$ cat src/hw/rtl/pds_pkg.sv
// shared types, constants and codes for the polyline dash splitter
package pds_pkg;

  // fixed field widths
  localparam int COORD_W = 24;
  localparam int LEN_W   = 25;
  localparam int SQ_W    = 50;
  localparam int SLOT_W  = 16;
  localparam int CNT_W   = 3;
  localparam int ADDR_W  = 5;
  localparam int DATA_W  = 32;

  // parameter defaults
  localparam int PATTERN_SLOTS_DEF        = 4;
  localparam int MAX_DASHES_PER_POINT_DEF = 64;
  localparam int VERTEX_LIMIT_DEF         = 1 << 21;
  localparam int VERTS_PER_DASH           = 2;

  // register reset values
  localparam logic [SLOT_W-1:0] SLOT_RST = 16'd256;

  // register indexes
  typedef enum logic [2:0] {
    REG_PATTERN_COUNT = 3'd0,
    REG_SLOT_LEN_0    = 3'd1,
    REG_SLOT_LEN_1    = 3'd2,
    REG_SLOT_LEN_2    = 3'd3,
    REG_SLOT_LEN_3    = 3'd4,
    REG_LINE_WIDTH    = 3'd5
  } reg_idx_t;

  // sequencer states
  typedef enum logic [3:0] {
    S_IDLE,
    S_SLOT_MUL,
    S_SLOT_LOAD,
    S_SQ_X,
    S_SQ_Y,
    S_SQ_SUM,
    S_ROOT,
    S_ROOT_WAIT,
    S_WALK,
    S_IP_MUL,
    S_IP_DIV,
    S_IP_WAIT,
    S_PUSH,
    S_ADVANCE,
    S_FINISH
  } state_t;

  // operations of the root / divide unit
  typedef enum logic {
    OP_SQRT = 1'b0,
    OP_DIV  = 1'b1
  } unit_op_t;

  typedef struct packed {
    logic     start;
    unit_op_t op;
  } unit_req_t;

endpackage

$ cat src/hw/rtl/pds_in_if.sv
// vertex input channel
interface pds_in_if;
  logic                              valid;
  logic                              ready;
  logic signed [pds_pkg::COORD_W-1:0] px;
  logic signed [pds_pkg::COORD_W-1:0] py;
  logic                              first;

  modport source (output valid, output px, output py, output first, input ready);
  modport sink   (input valid, input px, input py, input first, output ready);
endinterface

$ cat src/hw/rtl/pds_out_if.sv
// dash piece output channel
interface pds_out_if;
  logic                              valid;
  logic                              ready;
  logic signed [pds_pkg::COORD_W-1:0] start_x;
  logic signed [pds_pkg::COORD_W-1:0] start_y;
  logic signed [pds_pkg::COORD_W-1:0] end_x;
  logic signed [pds_pkg::COORD_W-1:0] end_y;
  logic                              last;
  logic                              dropped;

  modport source (output valid, output start_x, output start_y, output end_x,
                  output end_y, output last, output dropped, input ready);
  modport sink   (input valid, input start_x, input start_y, input end_x,
                  input end_y, input last, input dropped, output ready);
endinterface

$ cat src/hw/rtl/pds_rootdiv.sv
// iterative unit: integer square root and long division on one shared subtractor
module pds_rootdiv (
  input  logic                           clk,
  input  logic                           rst_n,
  input  pds_pkg::unit_req_t             req,
  input  logic [pds_pkg::SQ_W-1:0]       operand,
  input  logic [pds_pkg::LEN_W-1:0]      divisor,
  output logic                           done,
  output logic [pds_pkg::LEN_W-1:0]      result
);
  localparam int L  = pds_pkg::LEN_W;
  localparam int SW = pds_pkg::SQ_W;
  localparam int DW = SW + 2;

  logic              busy_r;
  logic [4:0]        cnt_r;
  logic              done_r;
  pds_pkg::unit_op_t op_r;
  // root state
  logic [SW-1:0]     v_r;
  logic [SW:0]       root_r;
  logic [SW-1:0]     bit_r;
  // divide state
  logic [L-1:0]      rem_r;
  logic [L-1:0]      low_r;
  logic [L-1:0]      quo_r;

  logic [DW-1:0]     sub_a;
  logic [DW-1:0]     sub_b;
  logic [DW-1:0]     diff;
  logic              ge;

  // shared compare and subtract
  always_comb begin
    if (op_r == pds_pkg::OP_SQRT) begin
      sub_a = {2'b00, v_r};
      sub_b = {1'b0, root_r} + {2'b00, bit_r};
    end else begin
      sub_a = {{(DW-L-1){1'b0}}, rem_r, low_r[L-1]};
      sub_b = {{(DW-L){1'b0}}, divisor};
    end
    diff = sub_a - sub_b;
    ge   = ~diff[DW-1];
  end

  // iteration registers
  always_ff @(posedge clk) begin
    if (!rst_n) begin
      busy_r <= 1'b0;
      done_r <= 1'b0;
      cnt_r  <= '0;
      op_r   <= pds_pkg::OP_SQRT;
    end else begin
      done_r <= 1'b0;
      if (req.start) begin
        busy_r <= 1'b1;
        cnt_r  <= 5'(L - 1);
        op_r   <= req.op;
      end else if (busy_r) begin
        cnt_r <= cnt_r - 5'd1;
        if (cnt_r == '0) begin
          busy_r <= 1'b0;
          done_r <= 1'b1;
        end
      end
    end
  end

  // datapath
  always_ff @(posedge clk) begin
    if (req.start) begin
      v_r    <= operand;
      root_r <= '0;
      bit_r  <= SW'(1) << (SW - 2);
      rem_r  <= operand[SW-1:L];
      low_r  <= operand[L-1:0];
      quo_r  <= '0;
    end else if (busy_r) begin
      if (op_r == pds_pkg::OP_SQRT) begin
        if (ge) begin
          v_r    <= diff[SW-1:0];
          root_r <= (root_r >> 1) + {1'b0, bit_r};
        end else begin
          root_r <= root_r >> 1;
        end
        bit_r <= bit_r >> 2;
      end else begin
        rem_r <= ge ? diff[L-1:0] : {rem_r[L-2:0], low_r[L-1]};
        low_r <= {low_r[L-2:0], 1'b0};
        quo_r <= {quo_r[L-2:0], ge};
      end
    end
  end

  assign done   = done_r;
  assign result = (op_r == pds_pkg::OP_SQRT) ? root_r[L-1:0] : quo_r;

endmodule

$ cat src/hw/rtl/polyline_dash_splitter.sv
// polyline dash splitter top level: sequencer, registers and output stage
//
//  channel  dir  handshake      payload
//  in_ch    in   valid/ready    px, py, first
//  out_ch   out  valid/ready    start_x, start_y, end_x, end_y, last, dropped
//  apb      in   psel/penable   paddr, pwdata, prdata (pready tied high)
//
// a first vertex runs the slot length multiply; a segment runs the squares
// and the 25-step root, then per dash 4 interpolations (multiply plus 25-step
// division on the shared unit) and a slot length reload per slot change.
// in_ch.ready is high only in idle.
// reset is synchronous active low; a stalled output holds the sequencer
// once a second dash waits behind the output register.
module polyline_dash_splitter #(
  parameter int PATTERN_SLOTS        = pds_pkg::PATTERN_SLOTS_DEF,
  parameter int MAX_DASHES_PER_POINT = pds_pkg::MAX_DASHES_PER_POINT_DEF,
  parameter int VERTEX_LIMIT         = pds_pkg::VERTEX_LIMIT_DEF
) (
  input  logic                           clk,
  input  logic                           rst_n,
  pds_in_if.sink                         in_ch,
  pds_out_if.source                      out_ch,
  input  logic                           psel,
  input  logic                           penable,
  input  logic                           pwrite,
  input  logic [pds_pkg::ADDR_W-1:0]     paddr,
  input  logic [pds_pkg::DATA_W-1:0]     pwdata,
  output logic [pds_pkg::DATA_W-1:0]     prdata,
  output logic                           pready
);
  localparam int CW   = pds_pkg::COORD_W;
  localparam int L    = pds_pkg::LEN_W;
  localparam int SW   = pds_pkg::SQ_W;
  localparam int VT_W = $clog2(VERTEX_LIMIT + 1);
  localparam int DN_W = $clog2(MAX_DASHES_PER_POINT + 1);
  localparam logic [2:0] SLOT_CAP = 3'((PATTERN_SLOTS < 4) ? PATTERN_SLOTS : 4);

  // configuration registers
  logic [2:0]                  pat_cnt_r;
  logic [pds_pkg::SLOT_W-1:0]  slot_len_r [4];
  logic [pds_pkg::SLOT_W-1:0]  line_w_r;

  pds_pkg::state_t state_r, state_nxt;

  logic signed [CW-1:0] prev_x_r, prev_y_r, x0_r, y0_r;
  logic                 have_prev_r, halted_r, in_walk_r;
  logic [1:0]           slot_r, ip_idx_r;
  logic [L-1:0]         rem_r, len_r, trav_r, segrem_r, dxm_r, dym_r;
  logic                 dxn_r, dyn_r;
  logic [VT_W-1:0]      vt_r;
  logic [DN_W-1:0]      dash_n_r;
  logic                 dropped_r;
  logic [SW-1:0]        sum_r, mul_p_r;
  logic [CW-1:0]        dash_r [4];
  logic [CW-1:0]        pend_r [4];
  logic                 pend_valid_r;
  logic [CW-1:0]        out_pt_r [4];
  logic                 out_valid_r, out_last_r, out_drop_r;

  // configuration port
  logic       wr_en;
  logic [2:0] reg_idx;
  assign pready  = 1'b1;
  assign wr_en   = psel & penable & pwrite;
  assign reg_idx = paddr[pds_pkg::ADDR_W-1:2];

  always_ff @(posedge clk) begin
    if (!rst_n) begin
      pat_cnt_r <= '0;
      for (int i = 0; i < 4; i++) slot_len_r[i] <= pds_pkg::SLOT_RST;
      line_w_r  <= pds_pkg::SLOT_RST;
    end else if (wr_en) begin
      unique case (reg_idx)
        pds_pkg::REG_PATTERN_COUNT: pat_cnt_r     <= pwdata[2:0];
        pds_pkg::REG_SLOT_LEN_0:    slot_len_r[0] <= pwdata[15:0];
        pds_pkg::REG_SLOT_LEN_1:    slot_len_r[1] <= pwdata[15:0];
        pds_pkg::REG_SLOT_LEN_2:    slot_len_r[2] <= pwdata[15:0];
        pds_pkg::REG_SLOT_LEN_3:    slot_len_r[3] <= pwdata[15:0];
        pds_pkg::REG_LINE_WIDTH:    line_w_r      <= pwdata[15:0];
        default: ;
      endcase
    end
  end

  // register read mux
  always_comb begin
    unique case (reg_idx)
      pds_pkg::REG_PATTERN_COUNT: prdata = {29'd0, pat_cnt_r};
      pds_pkg::REG_SLOT_LEN_0:    prdata = {16'd0, slot_len_r[0]};
      pds_pkg::REG_SLOT_LEN_1:    prdata = {16'd0, slot_len_r[1]};
      pds_pkg::REG_SLOT_LEN_2:    prdata = {16'd0, slot_len_r[2]};
      pds_pkg::REG_SLOT_LEN_3:    prdata = {16'd0, slot_len_r[3]};
      pds_pkg::REG_LINE_WIDTH:    prdata = {16'd0, line_w_r};
      default:                    prdata = '0;
    endcase
  end

  // derived walk values
  logic [2:0]   eff_cnt, nx_slot;
  logic [L-1:0] step, t_sel;
  logic         pen, in_acc, out_free, vt_over, n_full;
  logic [VT_W:0] vt_plus;
  logic [L:0]    t_end;

  assign eff_cnt  = (pat_cnt_r > SLOT_CAP) ? SLOT_CAP : pat_cnt_r;
  assign nx_slot  = ({1'b0, slot_r} + 3'd1 >= eff_cnt) ? 3'd0 : {1'b0, slot_r} + 3'd1;
  assign step     = (rem_r < segrem_r) ? rem_r : segrem_r;
  assign pen      = ~slot_r[0];
  assign in_acc   = in_ch.valid & in_ch.ready;
  assign out_free = ~out_valid_r | out_ch.ready;
  assign vt_plus  = {1'b0, vt_r} + (VT_W+1)'(pds_pkg::VERTS_PER_DASH);
  assign vt_over  = vt_plus > (VT_W+1)'(VERTEX_LIMIT);
  assign n_full   = dash_n_r >= DN_W'(MAX_DASHES_PER_POINT);
  assign t_end    = {1'b0, trav_r} + {1'b0, step};
  assign t_sel    = ip_idx_r[1] ? t_end[L-1:0] : trav_r;

  // shared root / divide unit
  pds_pkg::unit_req_t unit_req;
  logic [SW-1:0]      unit_operand;
  logic               unit_done;
  logic [L-1:0]       unit_res;

  pds_rootdiv u_rootdiv (
    .clk     (clk),
    .rst_n   (rst_n),
    .req     (unit_req),
    .operand (unit_operand),
    .divisor (len_r),
    .done    (unit_done),
    .result  (unit_res)
  );

  // next state
  always_comb begin
    state_nxt = state_r;
    unique case (state_r)
      pds_pkg::S_IDLE: begin
        if (in_acc) begin
          if (in_ch.first || !have_prev_r) state_nxt = pds_pkg::S_SLOT_MUL;
          else if (!halted_r && eff_cnt != 3'd0) state_nxt = pds_pkg::S_SQ_X;
        end
      end
      pds_pkg::S_SLOT_MUL:  state_nxt = pds_pkg::S_SLOT_LOAD;
      pds_pkg::S_SLOT_LOAD: state_nxt = in_walk_r ? pds_pkg::S_WALK : pds_pkg::S_IDLE;
      pds_pkg::S_SQ_X:      state_nxt = pds_pkg::S_SQ_Y;
      pds_pkg::S_SQ_Y:      state_nxt = pds_pkg::S_SQ_SUM;
      pds_pkg::S_SQ_SUM:    state_nxt = pds_pkg::S_ROOT;
      pds_pkg::S_ROOT:      state_nxt = pds_pkg::S_ROOT_WAIT;
      pds_pkg::S_ROOT_WAIT: begin
        if (unit_done) state_nxt = (unit_res == '0) ? pds_pkg::S_IDLE : pds_pkg::S_WALK;
      end
      pds_pkg::S_WALK: begin
        if (segrem_r == '0) state_nxt = pds_pkg::S_FINISH;
        else if (!pen) state_nxt = pds_pkg::S_ADVANCE;
        else if (vt_over || n_full) state_nxt = pds_pkg::S_FINISH;
        else state_nxt = pds_pkg::S_IP_MUL;
      end
      pds_pkg::S_IP_MUL: state_nxt = pds_pkg::S_IP_DIV;
      pds_pkg::S_IP_DIV: state_nxt = pds_pkg::S_IP_WAIT;
      pds_pkg::S_IP_WAIT: begin
        if (unit_done) state_nxt = (ip_idx_r == 2'd3) ? pds_pkg::S_PUSH : pds_pkg::S_IP_MUL;
      end
      pds_pkg::S_PUSH: begin
        if (!pend_valid_r || out_free) state_nxt = pds_pkg::S_ADVANCE;
      end
      pds_pkg::S_ADVANCE: begin
        state_nxt = (rem_r == step) ? pds_pkg::S_SLOT_MUL : pds_pkg::S_WALK;
      end
      pds_pkg::S_FINISH: begin
        if (!pend_valid_r || out_free) state_nxt = pds_pkg::S_IDLE;
      end
      default: state_nxt = pds_pkg::S_IDLE;
    endcase
  end

  // sequencer outputs: multiplier operands, unit requests, output load
  logic [L-1:0] mul_a, mul_b;
  logic         out_load;
  always_comb begin
    mul_a        = '0;
    mul_b        = '0;
    unit_req     = '{start: 1'b0, op: pds_pkg::OP_SQRT};
    unit_operand = mul_p_r;
    out_load     = 1'b0;
    unique case (state_r)
      pds_pkg::S_SLOT_MUL: begin
        mul_a = L'(slot_len_r[slot_r]);
        mul_b = L'(line_w_r);
      end
      pds_pkg::S_SQ_X: begin
        mul_a = dxm_r;
        mul_b = dxm_r;
      end
      pds_pkg::S_SQ_Y: begin
        mul_a = dym_r;
        mul_b = dym_r;
      end
      pds_pkg::S_ROOT: begin
        unit_req     = '{start: 1'b1, op: pds_pkg::OP_SQRT};
        unit_operand = sum_r;
      end
      pds_pkg::S_IP_MUL: begin
        mul_a = ip_idx_r[0] ? dym_r : dxm_r;
        mul_b = t_sel;
      end
      pds_pkg::S_IP_DIV: unit_req = '{start: 1'b1, op: pds_pkg::OP_DIV};
      pds_pkg::S_PUSH, pds_pkg::S_FINISH: out_load = pend_valid_r & out_free;
      default: ;
    endcase
  end

  // shared multiplier, registered
  always_ff @(posedge clk) begin
    mul_p_r <= mul_a * mul_b;
  end

  // interpolated coordinate from the quotient
  logic signed [CW-1:0] ip_p0;
  logic                 ip_neg;
  logic [CW+1:0]        ip_sum;
  assign ip_p0  = ip_idx_r[0] ? y0_r : x0_r;
  assign ip_neg = ip_idx_r[0] ? dyn_r : dxn_r;
  assign ip_sum = ip_neg ? {{2{ip_p0[CW-1]}}, ip_p0} - {1'b0, unit_res}
                         : {{2{ip_p0[CW-1]}}, ip_p0} + {1'b0, unit_res};

  // vertex differences at acceptance
  logic [L-1:0] dx, dy;
  logic [23:0]  slot_prod;
  assign dx = {in_ch.px[CW-1], in_ch.px} - {prev_x_r[CW-1], prev_x_r};
  assign dy = {in_ch.py[CW-1], in_ch.py} - {prev_y_r[CW-1], prev_y_r};
  assign slot_prod = mul_p_r[31:8];

  // control state
  always_ff @(posedge clk) begin
    if (!rst_n) begin
      state_r      <= pds_pkg::S_IDLE;
      have_prev_r  <= 1'b0;
      halted_r     <= 1'b0;
      in_walk_r    <= 1'b0;
      slot_r       <= '0;
      rem_r        <= '0;
      vt_r         <= '0;
      dash_n_r     <= '0;
      ip_idx_r     <= '0;
      pend_valid_r <= 1'b0;
      out_valid_r  <= 1'b0;
      dropped_r    <= 1'b0;
      prev_x_r     <= '0;
      prev_y_r     <= '0;
    end else begin
      state_r <= state_nxt;
      if (out_load) out_valid_r <= 1'b1;
      else if (out_ch.ready) out_valid_r <= 1'b0;
      unique case (state_r)
        pds_pkg::S_IDLE: begin
          if (in_acc) begin
            prev_x_r <= in_ch.px;
            prev_y_r <= in_ch.py;
            if (in_ch.first || !have_prev_r) begin
              have_prev_r <= 1'b1;
              slot_r      <= '0;
              vt_r        <= '0;
              halted_r    <= 1'b0;
              in_walk_r   <= 1'b0;
            end
          end
        end
        pds_pkg::S_SLOT_LOAD: rem_r <= (slot_prod == '0) ? L'(1) : L'(slot_prod);
        pds_pkg::S_ROOT_WAIT: begin
          if (unit_done) begin
            in_walk_r <= 1'b1;
            dash_n_r  <= '0;
            dropped_r <= 1'b0;
            if (rem_r == '0) rem_r <= L'(1);
          end
        end
        pds_pkg::S_WALK: begin
          if (segrem_r != '0 && pen) begin
            if (vt_over) begin
              halted_r  <= 1'b1;
              dropped_r <= 1'b1;
            end else if (n_full) begin
              dropped_r <= 1'b1;
            end
          end
          ip_idx_r <= '0;
        end
        pds_pkg::S_IP_WAIT: if (unit_done) ip_idx_r <= ip_idx_r + 2'd1;
        pds_pkg::S_PUSH: begin
          if (!pend_valid_r || out_free) begin
            pend_valid_r <= 1'b1;
            dash_n_r     <= dash_n_r + DN_W'(1);
            vt_r         <= vt_plus[VT_W-1:0];
          end
        end
        pds_pkg::S_ADVANCE: begin
          rem_r <= rem_r - step;
          if (rem_r == step) slot_r <= nx_slot[1:0];
        end
        pds_pkg::S_FINISH: if (!pend_valid_r || out_free) pend_valid_r <= 1'b0;
        default: ;
      endcase
    end
  end

  // walk datapath
  always_ff @(posedge clk) begin
    unique case (state_r)
      pds_pkg::S_IDLE: begin
        x0_r  <= prev_x_r;
        y0_r  <= prev_y_r;
        dxn_r <= dx[L-1];
        dyn_r <= dy[L-1];
        dxm_r <= dx[L-1] ? -dx : dx;
        dym_r <= dy[L-1] ? -dy : dy;
      end
      pds_pkg::S_SQ_Y:   sum_r <= mul_p_r;
      pds_pkg::S_SQ_SUM: sum_r <= sum_r + mul_p_r;
      pds_pkg::S_ROOT_WAIT: begin
        len_r    <= unit_res;
        segrem_r <= unit_res;
        trav_r   <= '0;
      end
      pds_pkg::S_IP_WAIT: if (unit_done) dash_r[ip_idx_r] <= ip_sum[CW-1:0];
      pds_pkg::S_PUSH: begin
        if (!pend_valid_r || out_free) begin
          for (int i = 0; i < 4; i++) pend_r[i] <= dash_r[i];
        end
      end
      pds_pkg::S_ADVANCE: begin
        trav_r   <= t_end[L-1:0];
        segrem_r <= segrem_r - step;
      end
      default: ;
    endcase
  end

  // output register
  always_ff @(posedge clk) begin
    if (out_load) begin
      for (int i = 0; i < 4; i++) out_pt_r[i] <= pend_r[i];
      out_last_r <= (state_r == pds_pkg::S_FINISH);
      out_drop_r <= (state_r == pds_pkg::S_FINISH) & dropped_r;
    end
  end

  assign in_ch.ready    = (state_r == pds_pkg::S_IDLE);
  assign out_ch.valid   = out_valid_r;
  assign out_ch.start_x = out_pt_r[0];
  assign out_ch.start_y = out_pt_r[1];
  assign out_ch.end_x   = out_pt_r[2];
  assign out_ch.end_y   = out_pt_r[3];
  assign out_ch.last    = out_last_r;
  assign out_ch.dropped = out_drop_r;

  // checks on the walk
  a_vt_bound: assert property (@(posedge clk) disable iff (!rst_n)
    vt_r <= VT_W'(VERTEX_LIMIT)) else $error("vertex total past limit");
  a_dash_cap: assert property (@(posedge clk) disable iff (!rst_n)
    dash_n_r <= DN_W'(MAX_DASHES_PER_POINT)) else $error("dash count past cap");
  a_rem_live: assert property (@(posedge clk) disable iff (!rst_n)
    state_r == pds_pkg::S_WALK |-> rem_r != '0) else $error("empty slot in walk");
  a_seg_sum: assert property (@(posedge clk) disable iff (!rst_n)
    state_r == pds_pkg::S_WALK |-> ({1'b0, trav_r} + {1'b0, segrem_r}) == {1'b0, len_r})
    else $error("walk position lost");
  a_no_pend_idle: assert property (@(posedge clk) disable iff (!rst_n)
    state_r == pds_pkg::S_IDLE |-> !pend_valid_r) else $error("dash left pending");

endmodule
$ cat src/flat_wrapper.sv
// flat-port wrapper written by rule: the top's interface ports become plain ports
module polyline_dash_splitter_flat 
#(
  parameter int PATTERN_SLOTS        = pds_pkg::PATTERN_SLOTS_DEF,
  parameter int MAX_DASHES_PER_POINT = pds_pkg::MAX_DASHES_PER_POINT_DEF,
  parameter int VERTEX_LIMIT         = pds_pkg::VERTEX_LIMIT_DEF
)
  (clk, rst_n, psel, penable, pwrite, paddr, pwdata, prdata, pready, in_ch_valid, in_ch_px, in_ch_py, in_ch_first, in_ch_ready, out_ch_valid, out_ch_start_x, out_ch_start_y, out_ch_end_x, out_ch_end_y, out_ch_last, out_ch_dropped, out_ch_ready);
  pds_in_if in_ch_i ();
  pds_out_if out_ch_i ();
  input  logic clk;
  input  logic rst_n;
  input  logic psel;
  input  logic penable;
  input  logic pwrite;
  input  logic [pds_pkg::ADDR_W-1:0] paddr;
  input  logic [pds_pkg::DATA_W-1:0] pwdata;
  output logic [pds_pkg::DATA_W-1:0] prdata;
  output logic pready;
  input wire logic [$bits(in_ch_i.valid)-1:0] in_ch_valid;
  input wire logic [$bits(in_ch_i.px)-1:0] in_ch_px;
  input wire logic [$bits(in_ch_i.py)-1:0] in_ch_py;
  input wire logic [$bits(in_ch_i.first)-1:0] in_ch_first;
  output wire logic [$bits(in_ch_i.ready)-1:0] in_ch_ready;
  output wire logic [$bits(out_ch_i.valid)-1:0] out_ch_valid;
  output wire logic [$bits(out_ch_i.start_x)-1:0] out_ch_start_x;
  output wire logic [$bits(out_ch_i.start_y)-1:0] out_ch_start_y;
  output wire logic [$bits(out_ch_i.end_x)-1:0] out_ch_end_x;
  output wire logic [$bits(out_ch_i.end_y)-1:0] out_ch_end_y;
  output wire logic [$bits(out_ch_i.last)-1:0] out_ch_last;
  output wire logic [$bits(out_ch_i.dropped)-1:0] out_ch_dropped;
  input wire logic [$bits(out_ch_i.ready)-1:0] out_ch_ready;
  assign in_ch_i.valid = in_ch_valid;
  assign in_ch_i.px = in_ch_px;
  assign in_ch_i.py = in_ch_py;
  assign in_ch_i.first = in_ch_first;
  assign in_ch_ready = in_ch_i.ready;
  assign out_ch_valid = out_ch_i.valid;
  assign out_ch_start_x = out_ch_i.start_x;
  assign out_ch_start_y = out_ch_i.start_y;
  assign out_ch_end_x = out_ch_i.end_x;
  assign out_ch_end_y = out_ch_i.end_y;
  assign out_ch_last = out_ch_i.last;
  assign out_ch_dropped = out_ch_i.dropped;
  assign out_ch_i.ready = out_ch_ready;
  polyline_dash_splitter #(.PATTERN_SLOTS(PATTERN_SLOTS), .MAX_DASHES_PER_POINT(MAX_DASHES_PER_POINT), .VERTEX_LIMIT(VERTEX_LIMIT)) u_core (.clk(clk), .rst_n(rst_n), .in_ch(in_ch_i), .out_ch(out_ch_i), .psel(psel), .penable(penable), .pwrite(pwrite), .paddr(paddr), .pwdata(pwdata), .prdata(prdata), .pready(pready));
endmodule
$ cat config.mk
export PLATFORM = sky130hd
export DESIGN_NAME = polyline_dash_splitter_flat
export DESIGN_NICKNAME = d
export VERILOG_FILES = /design/src/hw/rtl/pds_pkg.sv /design/src/hw/rtl/pds_in_if.sv /design/src/hw/rtl/pds_out_if.sv /design/src/hw/rtl/pds_rootdiv.sv /design/src/hw/rtl/polyline_dash_splitter.sv /design/src/flat_wrapper.sv
export SDC_FILE = /design/constraint.sdc
export NUM_CORES = 2
export LEC_CHECK = 0
export ABC_CLOCK_PERIOD_IN_PS = 11400
export BUFFER_PORTS_ARGS = -buffer_cell sky130_fd_sc_hd__buf_2
export CAP_MARGIN = 0
export CORE_UTILIZATION = 58
export DETAILED_ROUTE_END_ITERATION = 6
export PLACE_DENSITY_LB_ADDON = 0.08
export SKIP_LAST_GASP = 1
export SYNTH_ARGS = -nofsm -noshare
export SYNTH_HDL_FRONTEND = slang
export SYNTH_SLANG_ARGS = --single-unit
$ cat constraint.sdc
create_clock -name clk -period 11.4 [get_ports clk]
set_input_delay 0 -clock clk [delete_from_list [all_inputs] [get_ports clk]]
set_output_delay 0 -clock clk [all_outputs]
set_load 0.1 [all_outputs]
==> impl_metrics.yaml <==
outcome:
  run_status: "finished with violations"
  failed_checks: "DRC"
yosys:
  synth-seq-area-share_pct: 34.7
  ys_dominant_reg_cell: "edfxtp_1"
  synth.cell_area_sq_um: 75900
  ys_async_sr_fraction_pct: 0
  syn_avg_cell_area_sq_um: 9.51
  synth.cells.most_frequent: "nand2_1, inv_1, edfxtp_1"
  netlist.area_leader.share_pct: 26.9
  synth-seq-cells: 974
  netlist-cell-type-count: 101
  ys_top_cells_by_area: "edfxtp_1, fa_1, ha_1"
  synth_edf_count: 679
  cell_type_with_the_largest_total_area_after_synthesis: "edfxtp_1"
  post-synth-top-count-cell: "nand2_1"
  synthesis.yosys.warnings: 0
  netlist_instances: 7980
worst_setup_path:
  crit_path_max_incr_delay_ps: 590
  cp_data_arrival_time_ps: 11870
  end_kind: "flop"
  timing.critical_path.from_type: "flop"
  standard_cell_with_the_maximum_stage_delay_on_the_critical_path: "fa_1"
  cp.required_ps: 12020
  timing.critical_path.max_delay_family: "compound AO/OA/AOI/OAI gates"
  critical_path.max_fanout: 6
  crit_path_frequent_cell: "fa_1"
  worstPathBufferInverterCount: 8
  timing_worst_setup_path_type: "reg -> reg"
finish:
  final_cell_count_no_fill: 10300
  num-fill-cells: 10500
  final_layout_size_suffix_gt1_share_pct: 12.8
  share_of_the_core_filled_with_cells_in_the_final_layout_pct: 66.9
  fin_nets: 9615
  area_growth_from_synthesis_to_layout_pct: 14.2
floorplanning:
  core_ar_sq_um: 130000
  row_count: 132
  dieArea_sq_um: 132000
  ioPinCount: 226
  die-height_um: 364
  start_util_pct: 58.5
  die-width_um: 364
place:
  total_half_perimeter_wirelength_after_legalization_and_detailed_placement_mm: 189
  io_buffer_count: 190
  place_inst: 9941
  gp_congestion: 1.01
  preCtsSetupSlack_ps: -695
clocking:
  cts.sinks: 974
  clock_tree.buffer_depth: 3
  tritoncts_buffers: 106
  insertion_delay_ps: 800
  clock_pin_slew_worst_setup_and_hold_paths_ps: 60
  clock_tree_from_tritoncts: "done"
  cts-htree-levels: 3
  clk_root_buffer_cell: "clkbuf_16"
grt:
  first_global_vias: 60500
  grt_first_pass_wirelength_mm: 370
  grt_remaining_overflow: 0
  globalRouteTotalUtil_pct: 37.1
  maximum_number_of_pins_on_one_net_before_global_route_repair: 139
  antenna_violations_before_repair: 10
drt:
  avgViaCountPerCell: 6.05
  via_count: 62400
  route.antenna.remaining_nets: 0
  remaining_drc_errors: 4
  post_drt_wl_per_cell_um: 24.0
  totalWireLength_mm: 247
  detailedRoute.firstPassIterationCount: 7
  drtIter0Drc: 6188
pwr:
  power_per_unit_of_standard_cell_area_nw_per_um2: 202
  p_leak_nw: 36.6
  max-vdd-ir-drop_v: 0.000224
  post-layout-total-power_w: 0.0175
flow_run:
  max-cap-violations: 0
timing:
  hold_violations: 0
  timing.final.max_slew_violations: 0
  rsz0062_at_grt: "yes"
  post_layout_minimum_cycle_time_ps: 11250
  final.setup_skew_ps: 120
  timing.fmax_mhz: 88.9
  final-setup-viol-count: 0
  final_period_util_pct: 98.7
  tightestPinTransition_ps: 1430
  fin_tns_setup_ps: 0
  maxSlewHeadroom_pct: 2.11
  layout_setup_ws_ps: 149
worst_hold_path:
  min_path_type: "in -> reg"
sequential cells by signal (all words and copies together) (netlist names), 50 cells and up, named ones only:
| signal | cells |
|---|---|
| u_core.out_pt_r | 96 |
| u_core.sum_r | 50 |
| u_core.dash_r | 96 |
| u_core.u_rootdiv.root_r | 51 |
| u_core.mul_p_r | 50 |
| u_core.pend_r | 96 |
| u_core.slot_len_r | 64 |
| u_core.u_rootdiv.v_r | 50 |
layer usage:
| metal | part of all wire (%) | GRT usage (%) |
|---|---|---|
| met5 | 0.026 | 0 |
| met4 | 4.5 | 15.3 |
| met3 | 9.6 | 7.71 |
| met2 | 44 | 57.4 |
| met1 | 42 | 50.9 |
tightest hold or removal path, stage by stage:
cell and delay (ps):
dlygate4sd3_1 520, buf_2 150, nand2_1 60, a21oi_1 50
stage by stage:
stage               hold slack, ps  instance area [sq um]
floorplan                      124                  75900
global placement               263                  80700
detailed placement             268                  80700
CTS                           57.7                  85900
global route                   113                  86700
finish                         107                  86700
placed cells by master, fill, tap and decap left out, types with 19 or more instances in the layout:
cell type      netlist  routed
nand2_1           1150    1139
inv_1              819     806
edfxtp_1           679     679
fa_1               534     526
ha_1               519     504
nor2_1             497     491
a21oi_1            501     486
buf_4               18     380
dfxtp_1            295     293
o21ai_0            315     289
xnor2_1            263     263
buf_2               15     190
nand3_1            171     169
and2_1             168     166
a21o_1             158     158
xor2_1             140     137
dlygate4sd3_1        0     131
o21a_1             110     108
clkbuf_16            0     107
a31oi_1            106     103
mux2_2             102     101
nor3_1              96      90
nand2b_1            85      83
mux2i_1             75      75
nor2b_1             73      71
a211oi_1            58      56
a22oi_1             51      50
nand4_1             48      48
o21bai_1            44      42
and3_1              42      41
or3_1               39      39
a22o_1              33      33
o21ai_1             22      32
nor4_1              30      28
o31ai_1             29      25
o211ai_1            24      24
or2_2               23      22
clkinv_2             0      21
o22ai_1             21      20
a21oi_2              9      19
worst paths after layout:
check	start	slack, ps	cells after the start	end
max	u_core.segrem_r[10]	150	51	u_core.mul_p_r[46]
min	pwdata[5]	110	4	u_core.line_w_r[5]
max reg2reg	u_core.segrem_r[10]	150	51	u_core.mul_p_r[46]
min reg2reg	u_core.prev_y_r[22]	410	0	u_core.y0_r[22]
layout make-up:
cell class / count / area, sq um / area share, %
antenna: 3 / 7.51 / 0.00866
clock buffer: 126 / 2750 / 3.17
clock inverter: 75 / 897 / 1.04
inverter: 823 / 3100 / 3.57
multi-input combinational: 5834 / 45900 / 52.9
sequential: 974 / 26300 / 30.3
tap: 1742 / 2180 / 2.51
timing repair buffer: 730 / 5550 / 6.41
report_power, final:
part | switching [W] | leakage (nW) | internal [W]
Sequential | 0.000501 | 8.75 | 0.00473
Combinational | 0.00550 | 26.1 | 0.00320
Clock | 0.00158 | 1.75 | 0.00203
Total | 0.00758 | 36.6 | 0.00995
what timing repair did:
action                                  in CTS  in global routing
endpoints found under the hold margin      160                  0
pin swaps                                   12                 86
endpoints found under the setup margin      19                 20
gates cloned                                 0                  1
hold buffers                               131                  0
setup buffers                                8                 24
gates resized for setup                     44                124
cells by family (layout without fill, tap and decap cells):
| group | count (synthesis) | after routing | synth area share, % |
|---|---|---|---|
| AO/OA/AOI/OAI | 1687 | 1687 | 14.3 |
| XOR/XNOR | 403 | 403 | 4.65 |
| adder cells (fa/ha/maj) | 1053 | 1053 | 22.6 |
| buffers and inverters | 1187 | 1754 | 6.01 |
| flip-flops | 974 | 974 | 34.7 |
| multiplexers | 193 | 193 | 2.98 |
| other | 2 | 20 | 0.00990 |
| AND/OR/NAND/NOR | 2481 | 2481 | 14.7 |
(Power assumes the default switching activity.)
